## src/rtl/core/tchfp_pkg.sv

```systemverilog
// shared types and constants for the client hello fingerprint parser
package tchfp_pkg;

	localparam int MAX_CURVES = 32;
	localparam int MAX_POINTS = 8;
	localparam int CRV_AW = $clog2(MAX_CURVES);
	localparam int PT_AW = $clog2(MAX_POINTS);
	localparam int CRV_CW = $clog2(MAX_CURVES + 1);
	localparam int PT_CW = $clog2(MAX_POINTS + 1);

	localparam logic [7:0] REC_HANDSHAKE = 8'd22;
	localparam logic [7:0] HS_CLIENT_HELLO = 8'd1;
	localparam logic [15:0] EXT_CURVES = 16'd10;
	localparam logic [15:0] EXT_POINTS = 16'd11;
	localparam logic [15:0] TLS_VER_12 = 16'h0303;

	localparam logic [2:0] SEC_VERSION = 3'd0;
	localparam logic [2:0] SEC_CIPHER = 3'd1;
	localparam logic [2:0] SEC_EXT = 3'd2;
	localparam logic [2:0] SEC_CURVE = 3'd3;
	localparam logic [2:0] SEC_POINT = 3'd4;
	localparam logic [2:0] SEC_END = 3'd5;

	localparam logic [15:0] ST_OK = 16'd0;
	localparam logic [15:0] ST_OVERFLOW = 16'd1;
	localparam logic [15:0] ST_TRUNC = 16'd2;
	localparam logic [15:0] ST_NOT_CH = 16'd3;

	typedef enum logic [4:0] {
		PH_REC_TYPE, PH_REC_SKIP, PH_HS_TYPE, PH_HS_LEN, PH_VER_HI, PH_VER_LO,
		PH_RANDOM, PH_SID_LEN, PH_SID_SKIP, PH_CLEN_HI, PH_CLEN_LO, PH_CIPH_HI,
		PH_CIPH_LO, PH_COMP_LEN, PH_COMP_SKIP, PH_XLEN_HI, PH_XLEN_LO,
		PH_XTYPE_HI, PH_XTYPE_LO, PH_XBLEN_HI, PH_XBLEN_LO, PH_XBODY,
		PH_CRVLEN_HI, PH_CRVLEN_LO, PH_CRV_HI, PH_CRV_LO, PH_PTLEN, PH_PT,
		PH_DONE, PH_REJECT
	} phase_t;

	typedef enum logic [4:0] {
		CS_PARSE = 5'b00001,
		CS_CRV = 5'b00010,
		CS_PT = 5'b00100,
		CS_END = 5'b01000,
		CS_WAIT = 5'b10000
	} ctl_state_t;

	// controller to datapath
	typedef struct packed {
		logic parse_en;
		logic flush_start;
		logic crv_rd;
		logic pt_rd;
		logic clear;
	} dp_cmd_t;

	// datapath to controller
	typedef struct packed {
		logic tok;
		logic [2:0] tok_sec;
		logic [15:0] tok_code;
		logic [CRV_CW-1:0] crv_count;
		logic [PT_CW-1:0] pt_count;
		logic [CRV_CW-1:0] crv_idx;
		logic [PT_CW-1:0] pt_idx;
		logic [15:0] crv_data;
		logic [7:0] pt_data;
		logic [15:0] status;
	} dp_stat_t;

endpackage

```

## src/rtl/core/tchfp_ram.sv

```systemverilog
// generic ram, one write and one read port, with registered read
module tchfp_ram #(
	parameter int WIDTH = 8,
	parameter int DEPTH = 8
) (
	input logic clk,
	input logic we,
	input logic [$clog2(DEPTH)-1:0] waddr,
	input logic [WIDTH-1:0] wdata,
	input logic [$clog2(DEPTH)-1:0] raddr,
	output logic [WIDTH-1:0] rdata
);
	logic [WIDTH-1:0] mem [DEPTH];

	always_ff @(posedge clk) begin
		if (we) begin
			mem[waddr] <= wdata;
		end
		rdata <= mem[raddr];
	end
endmodule

```

## src/rtl/core/tchfp_datapath.sv

```systemverilog
// byte parser datapath: phase, counters, curve and point stores
module tchfp_datapath (
	input logic clk,
	input logic arst_n,
	input logic [7:0] data_byte,
	input tchfp_pkg::dp_cmd_t cmd,
	output tchfp_pkg::dp_stat_t stat
);
	tchfp_pkg::phase_t phase_q, ph_n;
	logic [15:0] field_q, field_n, list_q, list_n, ext_q, ext_n, xtype_q, xtype_n;
	logic [15:0] word_q, word_n, status_q;
	logic [tchfp_pkg::CRV_CW-1:0] crv_cnt_q, crv_idx_q;
	logic [tchfp_pkg::PT_CW-1:0] pt_cnt_q, pt_idx_q;
	logic ovf_q, ovf_n;
	logic tok;
	logic [2:0] tsec;
	logic [15:0] tcode, wb;
	logic in_ext, in_body, crv_we, pt_we, crv_full, pt_full;
	logic [15:0] crv_rdata;
	logic [7:0] pt_rdata;

	assign wb = {word_q[15:8], data_byte};
	assign crv_full = (crv_cnt_q == tchfp_pkg::CRV_CW'(tchfp_pkg::MAX_CURVES));
	assign pt_full = (pt_cnt_q == tchfp_pkg::PT_CW'(tchfp_pkg::MAX_POINTS));

	always_comb begin
		ph_n = phase_q;
		field_n = field_q;
		list_n = list_q;
		ext_n = ext_q;
		xtype_n = xtype_q;
		word_n = word_q;
		ovf_n = ovf_q;
		tok = 1'b0;
		tsec = tchfp_pkg::SEC_VERSION;
		tcode = wb;
		crv_we = 1'b0;
		pt_we = 1'b0;
		in_ext = (phase_q >= tchfp_pkg::PH_XTYPE_HI) && (phase_q <= tchfp_pkg::PH_PT);
		in_body = (phase_q >= tchfp_pkg::PH_XBODY) && (phase_q <= tchfp_pkg::PH_PT);
		if (in_body) begin
			field_n = field_q - 16'd1;
		end
		unique case (phase_q)
			tchfp_pkg::PH_REC_TYPE: begin
				if (data_byte == tchfp_pkg::REC_HANDSHAKE) begin
					ph_n = tchfp_pkg::PH_REC_SKIP;
					field_n = 16'd4;
				end else begin
					ph_n = tchfp_pkg::PH_REJECT;
				end
			end
			tchfp_pkg::PH_REC_SKIP: begin
				field_n = field_q - 16'd1;
				if (field_n == 16'd0) ph_n = tchfp_pkg::PH_HS_TYPE;
			end
			tchfp_pkg::PH_HS_TYPE: begin
				if (data_byte == tchfp_pkg::HS_CLIENT_HELLO) begin
					ph_n = tchfp_pkg::PH_HS_LEN;
					field_n = 16'd3;
				end else begin
					ph_n = tchfp_pkg::PH_REJECT;
				end
			end
			tchfp_pkg::PH_HS_LEN: begin
				field_n = field_q - 16'd1;
				if (field_n == 16'd0) ph_n = tchfp_pkg::PH_VER_HI;
			end
			tchfp_pkg::PH_VER_HI: begin
				word_n = {data_byte, 8'd0};
				ph_n = tchfp_pkg::PH_VER_LO;
			end
			tchfp_pkg::PH_VER_LO: begin
				tok = 1'b1;
				tsec = tchfp_pkg::SEC_VERSION;
				field_n = 16'd32;
				ph_n = tchfp_pkg::PH_RANDOM;
			end
			tchfp_pkg::PH_RANDOM: begin
				field_n = field_q - 16'd1;
				if (field_n == 16'd0) ph_n = tchfp_pkg::PH_SID_LEN;
			end
			tchfp_pkg::PH_SID_LEN: begin
				field_n = {8'd0, data_byte};
				ph_n = (data_byte != 8'd0) ? tchfp_pkg::PH_SID_SKIP : tchfp_pkg::PH_CLEN_HI;
			end
			tchfp_pkg::PH_SID_SKIP: begin
				field_n = field_q - 16'd1;
				if (field_n == 16'd0) ph_n = tchfp_pkg::PH_CLEN_HI;
			end
			tchfp_pkg::PH_CLEN_HI: begin
				word_n = {data_byte, 8'd0};
				ph_n = tchfp_pkg::PH_CLEN_LO;
			end
			tchfp_pkg::PH_CLEN_LO: begin
				list_n = wb;
				ph_n = (wb != 16'd0) ? tchfp_pkg::PH_CIPH_HI : tchfp_pkg::PH_COMP_LEN;
			end
			tchfp_pkg::PH_CIPH_HI: begin
				list_n = list_q - 16'd1;
				if (list_n == 16'd0) begin
					ph_n = tchfp_pkg::PH_COMP_LEN;
				end else begin
					word_n = {data_byte, 8'd0};
					ph_n = tchfp_pkg::PH_CIPH_LO;
				end
			end
			tchfp_pkg::PH_CIPH_LO: begin
				list_n = list_q - 16'd1;
				tok = 1'b1;
				tsec = tchfp_pkg::SEC_CIPHER;
				ph_n = (list_n != 16'd0) ? tchfp_pkg::PH_CIPH_HI : tchfp_pkg::PH_COMP_LEN;
			end
			tchfp_pkg::PH_COMP_LEN: begin
				field_n = {8'd0, data_byte};
				ph_n = (data_byte != 8'd0) ? tchfp_pkg::PH_COMP_SKIP : tchfp_pkg::PH_XLEN_HI;
			end
			tchfp_pkg::PH_COMP_SKIP: begin
				field_n = field_q - 16'd1;
				if (field_n == 16'd0) ph_n = tchfp_pkg::PH_XLEN_HI;
			end
			tchfp_pkg::PH_XLEN_HI, tchfp_pkg::PH_XTYPE_HI, tchfp_pkg::PH_XBLEN_HI,
			tchfp_pkg::PH_CRVLEN_HI: begin
				word_n = {data_byte, 8'd0};
				ph_n = tchfp_pkg::phase_t'(phase_q + 5'd1);
			end
			tchfp_pkg::PH_XLEN_LO: begin
				ext_n = wb;
				ph_n = (wb != 16'd0) ? tchfp_pkg::PH_XTYPE_HI : tchfp_pkg::PH_DONE;
			end
			tchfp_pkg::PH_XTYPE_LO: begin
				xtype_n = wb;
				tok = 1'b1;
				tsec = tchfp_pkg::SEC_EXT;
				ph_n = tchfp_pkg::PH_XBLEN_HI;
			end
			tchfp_pkg::PH_XBLEN_LO: begin
				field_n = wb;
				if (wb == 16'd0) ph_n = tchfp_pkg::PH_XTYPE_HI;
				else if (xtype_q == tchfp_pkg::EXT_CURVES) ph_n = tchfp_pkg::PH_CRVLEN_HI;
				else if (xtype_q == tchfp_pkg::EXT_POINTS) ph_n = tchfp_pkg::PH_PTLEN;
				else ph_n = tchfp_pkg::PH_XBODY;
			end
			tchfp_pkg::PH_XBODY, tchfp_pkg::PH_DONE: begin
			end
			tchfp_pkg::PH_CRVLEN_LO: begin
				list_n = wb;
				ph_n = (wb != 16'd0) ? tchfp_pkg::PH_CRV_HI : tchfp_pkg::PH_XBODY;
			end
			tchfp_pkg::PH_CRV_HI: begin
				list_n = list_q - 16'd1;
				if (list_n == 16'd0) begin
					ph_n = tchfp_pkg::PH_XBODY;
				end else begin
					word_n = {data_byte, 8'd0};
					ph_n = tchfp_pkg::PH_CRV_LO;
				end
			end
			tchfp_pkg::PH_CRV_LO: begin
				list_n = list_q - 16'd1;
				if (!crv_full) crv_we = 1'b1;
				else ovf_n = 1'b1;
				ph_n = (list_n != 16'd0) ? tchfp_pkg::PH_CRV_HI : tchfp_pkg::PH_XBODY;
			end
			tchfp_pkg::PH_PTLEN: begin
				list_n = {8'd0, data_byte};
				ph_n = (data_byte != 8'd0) ? tchfp_pkg::PH_PT : tchfp_pkg::PH_XBODY;
			end
			tchfp_pkg::PH_PT: begin
				list_n = list_q - 16'd1;
				if (!pt_full) pt_we = 1'b1;
				else ovf_n = 1'b1;
				ph_n = (list_n != 16'd0) ? tchfp_pkg::PH_PT : tchfp_pkg::PH_XBODY;
			end
			default: ph_n = tchfp_pkg::PH_REJECT;
		endcase
		if (in_body && field_n == 16'd0) ph_n = tchfp_pkg::PH_XTYPE_HI;
		if (in_ext) begin
			ext_n = ext_q - 16'd1;
			if (ext_n == 16'd0) ph_n = tchfp_pkg::PH_DONE;
		end
	end

	always_ff @(posedge clk or negedge arst_n) begin
		if (!arst_n) begin
			phase_q <= tchfp_pkg::PH_REC_TYPE;
			field_q <= '0;
			list_q <= '0;
			ext_q <= '0;
			xtype_q <= '0;
			word_q <= '0;
			ovf_q <= 1'b0;
			crv_cnt_q <= '0;
			pt_cnt_q <= '0;
			crv_idx_q <= '0;
			pt_idx_q <= '0;
			status_q <= tchfp_pkg::ST_OK;
		end else if (cmd.clear) begin
			phase_q <= tchfp_pkg::PH_REC_TYPE;
			field_q <= '0;
			list_q <= '0;
			ext_q <= '0;
			xtype_q <= '0;
			word_q <= '0;
			ovf_q <= 1'b0;
			crv_cnt_q <= '0;
			pt_cnt_q <= '0;
		end else begin
			if (cmd.parse_en) begin
				phase_q <= ph_n;
				field_q <= field_n;
				list_q <= list_n;
				ext_q <= ext_n;
				xtype_q <= xtype_n;
				word_q <= word_n;
				ovf_q <= ovf_n;
				if (crv_we) crv_cnt_q <= crv_cnt_q + 1'b1;
				if (pt_we) pt_cnt_q <= pt_cnt_q + 1'b1;
				// final status from the phase after this byte
				if (ph_n == tchfp_pkg::PH_REJECT) status_q <= tchfp_pkg::ST_NOT_CH;
				else if (tok || (ph_n != tchfp_pkg::PH_DONE && ph_n != tchfp_pkg::PH_XLEN_HI))
					status_q <= tchfp_pkg::ST_TRUNC;
				else if (ovf_n) status_q <= tchfp_pkg::ST_OVERFLOW;
				else status_q <= tchfp_pkg::ST_OK;
			end
			if (cmd.flush_start) begin
				crv_idx_q <= '0;
				pt_idx_q <= '0;
			end else begin
				if (cmd.crv_rd) crv_idx_q <= crv_idx_q + 1'b1;
				if (cmd.pt_rd) pt_idx_q <= pt_idx_q + 1'b1;
			end
		end
	end

	// read address runs one ahead so registered data lines up with the index
	logic [tchfp_pkg::CRV_CW-1:0] crv_ra;
	logic [tchfp_pkg::PT_CW-1:0] pt_ra;
	assign crv_ra = cmd.flush_start ? '0 : (cmd.crv_rd ? crv_idx_q + 1'b1 : crv_idx_q);
	assign pt_ra = cmd.flush_start ? '0 : (cmd.pt_rd ? pt_idx_q + 1'b1 : pt_idx_q);

	tchfp_ram #(.WIDTH(16), .DEPTH(tchfp_pkg::MAX_CURVES)) u_crv_ram (
		.clk(clk),
		.we(cmd.parse_en && crv_we),
		.waddr(crv_cnt_q[tchfp_pkg::CRV_AW-1:0]),
		.wdata(wb),
		.raddr(crv_ra[tchfp_pkg::CRV_AW-1:0]),
		.rdata(crv_rdata)
	);

	tchfp_ram #(.WIDTH(8), .DEPTH(tchfp_pkg::MAX_POINTS)) u_pt_ram (
		.clk(clk),
		.we(cmd.parse_en && pt_we),
		.waddr(pt_cnt_q[tchfp_pkg::PT_AW-1:0]),
		.wdata(data_byte),
		.raddr(pt_ra[tchfp_pkg::PT_AW-1:0]),
		.rdata(pt_rdata)
	);

	always_comb begin
		stat.tok = tok;
		stat.tok_sec = tsec;
		stat.tok_code = (phase_q == tchfp_pkg::PH_XTYPE_LO) ? wb : tcode;
		stat.crv_count = crv_cnt_q;
		stat.pt_count = pt_cnt_q;
		stat.crv_idx = crv_idx_q;
		stat.pt_idx = pt_idx_q;
		stat.crv_data = crv_rdata;
		stat.pt_data = pt_rdata;
		stat.status = status_q;
	end
endmodule

```

## src/rtl/core/tchfp_ctrl.sv

```systemverilog
// controller: intake handshake, output register and end-of-record flush sequence
module tchfp_ctrl (
	input logic clk,
	input logic arst_n,
	input logic in_valid,
	input logic last_byte,
	output logic in_stall,
	output logic out_valid,
	input logic out_stall,
	output logic [2:0] section,
	output logic [15:0] code_value,
	output logic last_of_run,
	output tchfp_pkg::dp_cmd_t cmd,
	input tchfp_pkg::dp_stat_t stat
);
	tchfp_pkg::ctl_state_t state_q, state_n;
	logic out_free, accept, load;
	logic [2:0] sec_n;
	logic [15:0] code_n;
	logic fin_n;
	logic crv_more, pt_more;

	assign out_free = !out_valid || !out_stall;
	assign in_stall = (state_q != tchfp_pkg::CS_PARSE) || !out_free;
	assign accept = in_valid && !in_stall;
	assign crv_more = (stat.crv_idx < stat.crv_count);
	assign pt_more = (stat.pt_idx < stat.pt_count);

	always_comb begin
		state_n = state_q;
		load = 1'b0;
		sec_n = stat.tok_sec;
		code_n = stat.tok_code;
		fin_n = 1'b0;
		cmd = '0;
		unique case (state_q)
			tchfp_pkg::CS_PARSE: begin
				if (accept) begin
					cmd.parse_en = 1'b1;
					if (last_byte) begin
						cmd.flush_start = 1'b1;
						state_n = tchfp_pkg::CS_WAIT;
					end else if (stat.tok) begin
						load = 1'b1;
					end
				end
			end
			// wait state for the first registered reads
			tchfp_pkg::CS_WAIT: state_n = tchfp_pkg::CS_CRV;
			tchfp_pkg::CS_CRV: begin
				if (!crv_more) begin
					state_n = tchfp_pkg::CS_PT;
				end else if (out_free) begin
					load = 1'b1;
					sec_n = tchfp_pkg::SEC_CURVE;
					code_n = stat.crv_data;
					cmd.crv_rd = 1'b1;
				end
			end
			tchfp_pkg::CS_PT: begin
				if (!pt_more) begin
					state_n = tchfp_pkg::CS_END;
				end else if (out_free) begin
					load = 1'b1;
					sec_n = tchfp_pkg::SEC_POINT;
					code_n = {8'd0, stat.pt_data};
					cmd.pt_rd = 1'b1;
				end
			end
			tchfp_pkg::CS_END: begin
				if (out_free) begin
					load = 1'b1;
					sec_n = tchfp_pkg::SEC_END;
					code_n = stat.status;
					fin_n = 1'b1;
					cmd.clear = 1'b1;
					state_n = tchfp_pkg::CS_PARSE;
				end
			end
			default: state_n = tchfp_pkg::CS_PARSE;
		endcase
	end

	always_ff @(posedge clk or negedge arst_n) begin
		if (!arst_n) begin
			state_q <= tchfp_pkg::CS_PARSE;
			out_valid <= 1'b0;
		end else begin
			state_q <= state_n;
			if (load) out_valid <= 1'b1;
			else if (!out_stall) out_valid <= 1'b0;
		end
	end

	always_ff @(posedge clk) begin
		if (load) begin
			section <= sec_n;
			code_value <= code_n;
			last_of_run <= fin_n;
		end
	end
endmodule

```

## src/rtl/core/tls_client_hello_fingerprint_parser.sv

```systemverilog
// top level of the tls client hello fingerprint token parser
// one byte per cycle while parsing unless the output holds a stalled item;
// a token appears in the cycle after its byte; on the last byte intake stops
// for the flush: a wait state, the curves, the points, then the end token
// asynchronous active-low reset returns the parser to the record header phase
// with empty curve and point buffers and no item on the output
module tls_client_hello_fingerprint_parser (
	input logic clk,
	input logic arst_n,
	input logic in_valid,
	output logic in_stall,
	input logic [7:0] data_byte,
	input logic last_byte,
	output logic out_valid,
	input logic out_stall,
	output logic [2:0] section,
	output logic [15:0] code_value,
	output logic last_of_run
);
	tchfp_pkg::dp_cmd_t cmd;
	tchfp_pkg::dp_stat_t stat;

	tchfp_ctrl u_ctrl (
		.clk(clk),
		.arst_n(arst_n),
		.in_valid(in_valid),
		.last_byte(last_byte),
		.in_stall(in_stall),
		.out_valid(out_valid),
		.out_stall(out_stall),
		.section(section),
		.code_value(code_value),
		.last_of_run(last_of_run),
		.cmd(cmd),
		.stat(stat)
	);

	tchfp_datapath u_dp (
		.clk(clk),
		.arst_n(arst_n),
		.data_byte(data_byte),
		.cmd(cmd),
		.stat(stat)
	);
endmodule

```

## config.mk

```make
export PLATFORM = sky130hd
export DESIGN_NAME = tls_client_hello_fingerprint_parser
export DESIGN_NICKNAME = d
export VERILOG_FILES = /design/src/rtl/core/tchfp_pkg.sv /design/src/rtl/core/tchfp_ram.sv /design/src/rtl/core/tchfp_datapath.sv /design/src/rtl/core/tchfp_ctrl.sv /design/src/rtl/core/tls_client_hello_fingerprint_parser.sv
export SDC_FILE = /design/constraint.sdc
export NUM_CORES = 1
export LEC_CHECK = 0
export BUFFER_PORTS_ARGS = -buffer_cell sky130_fd_sc_hd__buf_2
export CORE_ASPECT_RATIO = 0.6
export CORE_MARGIN = 1
export CORE_UTILIZATION = 45
export DETAILED_ROUTE_END_ITERATION = 8
export GPL_TIMING_DRIVEN = 0
export PLACE_DENSITY_LB_ADDON = 0.2
export SETUP_SLACK_MARGIN = 0.1
export SLEW_MARGIN = 20
export SYNTH_ARGS = -nofsm -noshare
export SYNTH_HDL_FRONTEND = slang
export SYNTH_HIERARCHICAL = 1
export SYNTH_SLANG_ARGS = --single-unit
```

## constraint.sdc

```tcl
create_clock -name clk -period 4.43 [get_ports clk]
set_clock_uncertainty 0.15 [all_clocks]
set_input_delay 0.443 -clock clk [delete_from_list [all_inputs] [get_ports clk]]
set_output_delay 0.443 -clock clk [all_outputs]
set_load 0.02 [all_outputs]
```

==> metrics.txt, run 1 <==
status complete, no violations; CTS tree yes; Synth cell types 102; Clock Root Buffer clkbuf_16; # H-tree levels 3; Core Region 71890 um2; Slew @ Worst Pin 1.070 ns; slowest cell delay on critical path 0.76 ns; Synth Flop Type edfxtp_1; CP Class reg2reg; clk_lat worst skew 0.62 ns; DRC 0; Die Area 74020 um2; Avg Inst Size Synth 13.51 um2; via count of the routed design 22110; initial core utilization 45.63%; area grow syn2layout 14.51%; GPL Wtd Cong 0.9283; WHS 0.06449 ns; EDFF count, synth 596; final setup vio count 0; Clock transition at path regs 0.07 ns; required time of the critical path 4.59 ns; Final nets 2631; largest net degree at the start of global routing 58; Buf/Inv on CP 4; cell row count 76; Clock Path Buffers 3; Die Span X 350.6 um; WL per Instance 26.17 um; initial antenna violation count 0; routed wire length 94750 um; setup_tns 0 ns; GRT overflow 0; Fmax 233.2 MHz; Slew headroom 28.13%; GRT Total Usage 25.71%; Synth Register Bits 726; 1st-pass router iterations 6; Layout fillers 6039; via/cell ratio 6.106; most frequent cells in the layout edfxtp_1 (596), mux2i_1 (266), nor2_1 (134); Clock Sinks 726; dpl hpwl 64750 um; DP Cell Count 3475; Syn Inst Count 2428; commonest non-fill, non-tap cell in the layout edfxtp_1; slowest cell on the critical path or3b_2; delay-heaviest family, CP simple AND/OR/NAND/NOR gates; Layout Cells excl Fill 3621; drt initial violations 2962; worst hold path class in2reg; PD cells 512.8 nW/um2; Startpoint Class flip-flop; worst path cell trace clkbuf_1 > buf_2 > inv_1 > nor3_4 > nand3_1 > a31oi_4 > or3b_2 > nor2_2 > buf_6; CP endpoint kind flip-flop; layout cell share with drive strength beyond 1 15.50%; IO buf count 34; Synth Warn # 6; Die Y 211.1 um; Hold Fails Final Rpt 0; first-pass GRT wire length 138100 um; Slew Limit Fails 0; peak supply drop 0.3263 mV; sequential share of the synthesized area 64.11%; Async SR Flop Fraction 14.60%; RSZ-0062 raised after global routing true; Max Fanout on Critical Path 12; number of routed nets with antenna violations 0; max-cap violations 0; leak pwr 12.45 nW; # diodes 0; crit path DAT 4.45 ns; Cell Area, Synth 32810 um2; CTS buffer count 68; IO Pins 35; crit share post-route 96.80%; post-layout min period 4.288 ns; vias in the first global route 20540
-- area by class of cell --
cell class / count / area, um2 / area share (%)
Sequential cell: 726 / 21050 / 56.02
Multi-Input combinational cell: 1490 / 10930 / 29.09
Clock buffer: 84 / 1762 / 4.689
Tap cell: 975 / 1220 / 3.247
Buffer: 179 / 1144 / 3.044
Timing Repair Buffer: 82 / 837.1 / 2.228
Clock inverter: 39 / 460.4 / 1.226
Inverter: 46 / 172.7 / 0.4596
-- per-layer routing --
layer | vias to the layer above | global-route usage, % | share of wire (%)
met3 | 103 | 7.793 | 13
met4 | 0 | 4.683 | 1.4
met5 | - | 0 | 0
met2 | 1243 | 33.35 | 39
li1 | 9673 | - | -
met1 | 11090 | 41.61 | 46
-- final timing paths --
kind | to | from | slack, ns | depth (start not counted)
worst max-delay path | u_dp/u_crv_ram/mem[28][0] | u_dp/phase_q[4] | 0.14 | 9
worst min-delay path | u_ctrl/state_q[3] | out_stall | 0.06 | 3
worst max register to register | u_dp/u_crv_ram/mem[28][0] | u_dp/phase_q[4] | 0.14 | 9
worst min register to register | u_dp/xtype_q[1] | u_dp/xtype_q[1] | 0.35 | 1
max in group asynchronous | u_dp/ext_q[8] | arst_n | 3.19 | 3
min in group asynchronous | u_dp/pt_cnt_q[1] | arst_n | 0.20 | 2
-- flip-flops by register name, summed over array words and instances, names as in the netlist, 16 cells and up --
register / cells
u_dp/u_crv_ram/mem: 512
u_dp/u_pt_ram/mem: 64
u_ctrl/code_value: 16
u_dp/ext_q: 16
u_dp/field_q: 16
u_dp/list_q: 16
u_dp/u_crv_ram/rdata: 16
u_dp/xtype_q: 16
-- worst min-delay path, cell delays in order --
cell	delay (ns)
buf_2	0.10
nand2_1	0.15
o22ai_1	0.11
-- power by group --
part           switching, mW  total, mW  internal (mW)
combinational           3.15       4.79           1.63
clock                   2.62       5.91           3.29
sequential             0.552       8.57           8.01
total                   6.32       19.3           12.9
-- cells by family after synthesis --
| family | share of synthesized area [%] |
|---|---|
| flops | 64.11 |
| simple gates | 9.836 |
| compound gates | 10.34 |
| mux | 9.725 |
| buf+inv | 3.959 |
| xor+xnor | 1.068 |
| fa+ha+maj | 0.9535 |
| other cells | 0.01143 |
-- per-stage QoR --
stage	power (mW)	cell area, um2	worst slack [ns]	utilization, %
2_1_floorplan	11.39	32860	0.4583	-
3_3_place_gp	12.94	34250	-1.202	47.64
3_5_place_dp	13.16	34740	-0.7841	48.33
4_1_cts	19.11	37250	0.09366	51.81
5_1_grt	20.01	37570	0.02088	52.26
6_report	19.27	37570	0.1418	52.26
-- synthesized netlist by cell type, types with 17 or more instances --
master | instances | area share [%]
nand2_1 | 127 | 1.5
buf_2 | 27 | 0.41
a22o_1 | 49 | 1.3
xnor2_1 | 23 | 0.61
inv_1 | 46 | 0.53
buf_4 | 44 | 1.0
dfxtp_1 | 24 | 1.5
xor2_1 | 17 | 0.45
nor3_1 | 67 | 1.0
clkbuf_1 | 78 | 0.89
nand2b_1 | 27 | 0.51
o21ai_0 | 97 | 1.5
ha_1 | 25 | 0.95
dfrtp_1 | 105 | 8.0
nor4_1 | 19 | 0.36
a22oi_1 | 81 | 1.9
nand4_1 | 35 | 0.67
nand3_1 | 58 | 0.88
edfxtp_1 | 596 | 55
or3_1 | 18 | 0.34
a21oi_1 | 85 | 1.3
mux2i_1 | 267 | 8.1
a31oi_1 | 35 | 0.67
nor2_1 | 169 | 1.9
-- timing repair --
| action | 4_1_cts | 5_1_grt |
|---|---|---|
| resized for setup | 44 | 38 |
| buffers inserted | 8 | 14 |
| endpoints found under the hold margin | 51 | 0 |
| hold buffers | 2 | 0 |
| pin swaps | 4 | 11 |
| setup endpoints to repair | 569 | 265 |
Power figures use the tool's default switching activity.
==> run 2: changes to the inputs <==
- MAX_ROUTING_LAYER: not set -> met4
==> run 2 against run 1 <==
  * Routed wire length rose by 0.87%
  * First-iteration DRC count rose by 5.3%
  * Register-to-register slack improved by 0.11 ns
  * Critical endpoint is now u_dp/u_crv_ram/rdata[3]
  * Largest power group unchanged
  * Highest routed layer unchanged
==> metrics.txt, run 2 (synthesized netlist as in run 1, its figures left out) <==
DRC 0 (unchanged); Layout fillers 6073 (+0.56%); worst hold path class in2reg; Hold Fails Final Rpt 0 (unchanged); Total Power 19.41 mW (+0.73%); Die Span X 350.6 um (unchanged); R2R depth 14 (+5); Largest Register u_dp/u_crv_ram/mem; hold path cells 3 (unchanged); number of routed nets with antenna violations 0 (unchanged); 1st-pass router iterations 6 (unchanged); cell row count 76 (unchanged); Die Area 74020 um2 (unchanged); layout cell share with drive strength beyond 1 16.00% (+0.50 points); max-cap violations 0 (unchanged); Max Fanout on Critical Path 10 (-2); Clock transition at path regs 0.07 ns (about the same); Slew headroom 22.30% (-5.8 points); Reg2Reg Setup Slack 0.25 ns (+0.11 ns); commonest non-fill, non-tap cell in the layout edfxtp_1; Hold Crit Endpoint u_ctrl/state_q[3]; CP Class reg2reg; first-pass GRT wire length 138800 um (+0.49%); status complete, no violations; GRT overflow 0 (unchanged); initial core utilization 45.63% (unchanged); WHS 0.05703 ns (-0.007457 ns); required time of the critical path 4.83 ns (+0.24 ns); IO buf count 34 (unchanged); setup_tns 0 ns (unchanged); GPL Wtd Cong 0.9208 (-0.81%); peak supply drop 0.3295 mV (+0.97%); GRT Total Usage 26.62% (+0.91 points); dpl hpwl 65410 um (+1.0%); worst setup margin 0.2482 ns (+0.1064 ns); Clock Root Buffer clkbuf_16; # H-tree levels 3 (unchanged); DP Cell Count 3483 (+0.23%); crit path DAT 4.58 ns (+0.13 ns); Startpoint Class flip-flop; leak pwr 12.53 nW (+0.68%); FF-to-FF End u_dp/u_crv_ram/rdata[3]; crit share post-route 94.40% (-2.4 points); FF-to-FF Start u_ctrl/state_q[3]; largest net degree at the start of global routing 76 (+31%); PD cells 515.4 nW/um2 (+0.49%); area grow syn2layout 14.79%; Core Util, Final 52.38% (+0.13 points); Core Region 71890 um2 (unchanged); Fmax 239.1 MHz (+2.5%); DP Area 34840 um2 (+0.29%); Regs by FF count u_dp/u_crv_ram/mem: 512 flops, u_dp/u_pt_ram/mem: 64 flops; Slew @ Worst Pin 1.157 ns (+0.08666 ns); post-layout min period 4.182 ns (-0.1064 ns); via count of the routed design 22230 (+0.56%); RSZ-0062 raised after global routing true; routed wire length 95570 um (+0.87%); max reg flops 512 (unchanged); Clock Path Buffers 3 (unchanged); dpl ws -0.6980 ns (+0.08616 ns); via/cell ratio 6.118 (+0.20%); Die Y 211.1 um (unchanged); hold path start out_stall; final instance area 37660 um2 (+0.24%); IO Pins 35 (unchanged); WL per Instance 26.30 um (+0.51%); Slew Limit Fails 0 (unchanged); CTS buffer count 69 (+1.5%); final setup vio count 0 (unchanged); drt initial violations 3120 (+5.3%); CP endpoint kind flip-flop; Layout Cells excl Fill 3634 (+0.36%); Final nets 2638 (+0.27%); CTS tree yes; vias in the first global route 20770 (+1.2%); Clock Sinks 726 (unchanged); clk_lat worst skew 0.63 ns (about the same); most frequent cells in the layout edfxtp_1 (596), mux2i_1 (267), nor2_1 (134); CP startpoint u_ctrl/state_q[3]; initial antenna violation count 1 (+1)
## run 2: changes by cell type in the layout (fill, tap and decap cells not counted), moves of 4 or more
cell and delta:
buf_12 -6, clkbuf_2 +4, clkinv_1 +4, nor2_2 +8
nor2_4 -8, buf_6 +8, clkbuf_1 -5
## run 2: layout make-up
type,instances,area [um2],area share [%]
flip-flops and latches,726,21050,55.89
multi-input cells,1490,10910,28.97
clock buffers,85,1808,4.801
well taps,975,1220,3.240
plain buffers,179,1154,3.063
repair buffers,88,887.1,2.356
clock inverters,43,457.9,1.216
inverters,46,172.7,0.4585
diodes,2,5.005,0.01329
## run 2: repair_timing
item	in CTS	in global routing
hold buffers	2	0
endpoints found under the setup margin	569	462
resized for setup	35	51
endpoints found under the hold margin	102	0
pin swaps	6	8
gates cloned	0	0
buffers inserted	7	13
## run 2: critical path, stage by stage (launching register included)
cell	delay, ns
dfrtp_1	0.43
nor3_2	0.26
nand4b_1	0.22
nor2_2	0.34
and2_1	0.21
clkbuf_2	0.26
clkbuf_2	0.34
nor2_2	0.12
buf_4	0.18
buf_12	0.15
buf_4	0.21
mux2i_1	0.13
a22oi_1	0.62
a31oi_1	0.27
nand3_1	0.19
## run 2: worst max path at each step
stage,end,cells past startpoint,slack (ns)
floorplan,u_dp/u_crv_ram/mem[28][0],9,0.46
global placement,u_dp/u_crv_ram/mem[16][9],9,-1.16
detailed placement,u_dp/u_crv_ram/mem[12][7],9,-0.70
CTS,u_dp/u_crv_ram/mem[2][13],8,0.11
global route,u_ctrl/code_value[4],10,0.06
finish,u_dp/u_crv_ram/rdata[3],14,0.25
## run 2: per-layer routing
metal | vias to the layer above | GRT usage [%] | routed length [um]
li1 | 9702 | - | -
met1 | 11300 | 41.11 | 45230
met2 | 1126 | 33.41 | 37560
met3 | 105 | 8.850 | 11380
met4 | 0 | 4.909 | 1392
met5 | - | - | 0
## run 2: power by group
part,leakage (nW),switching [mW],internal (mW)
logic,4.48,3.13,1.64
registers,6.95,0.580,8.01
clock network,1.10,2.67,3.37
total,12.5,6.38,13.0
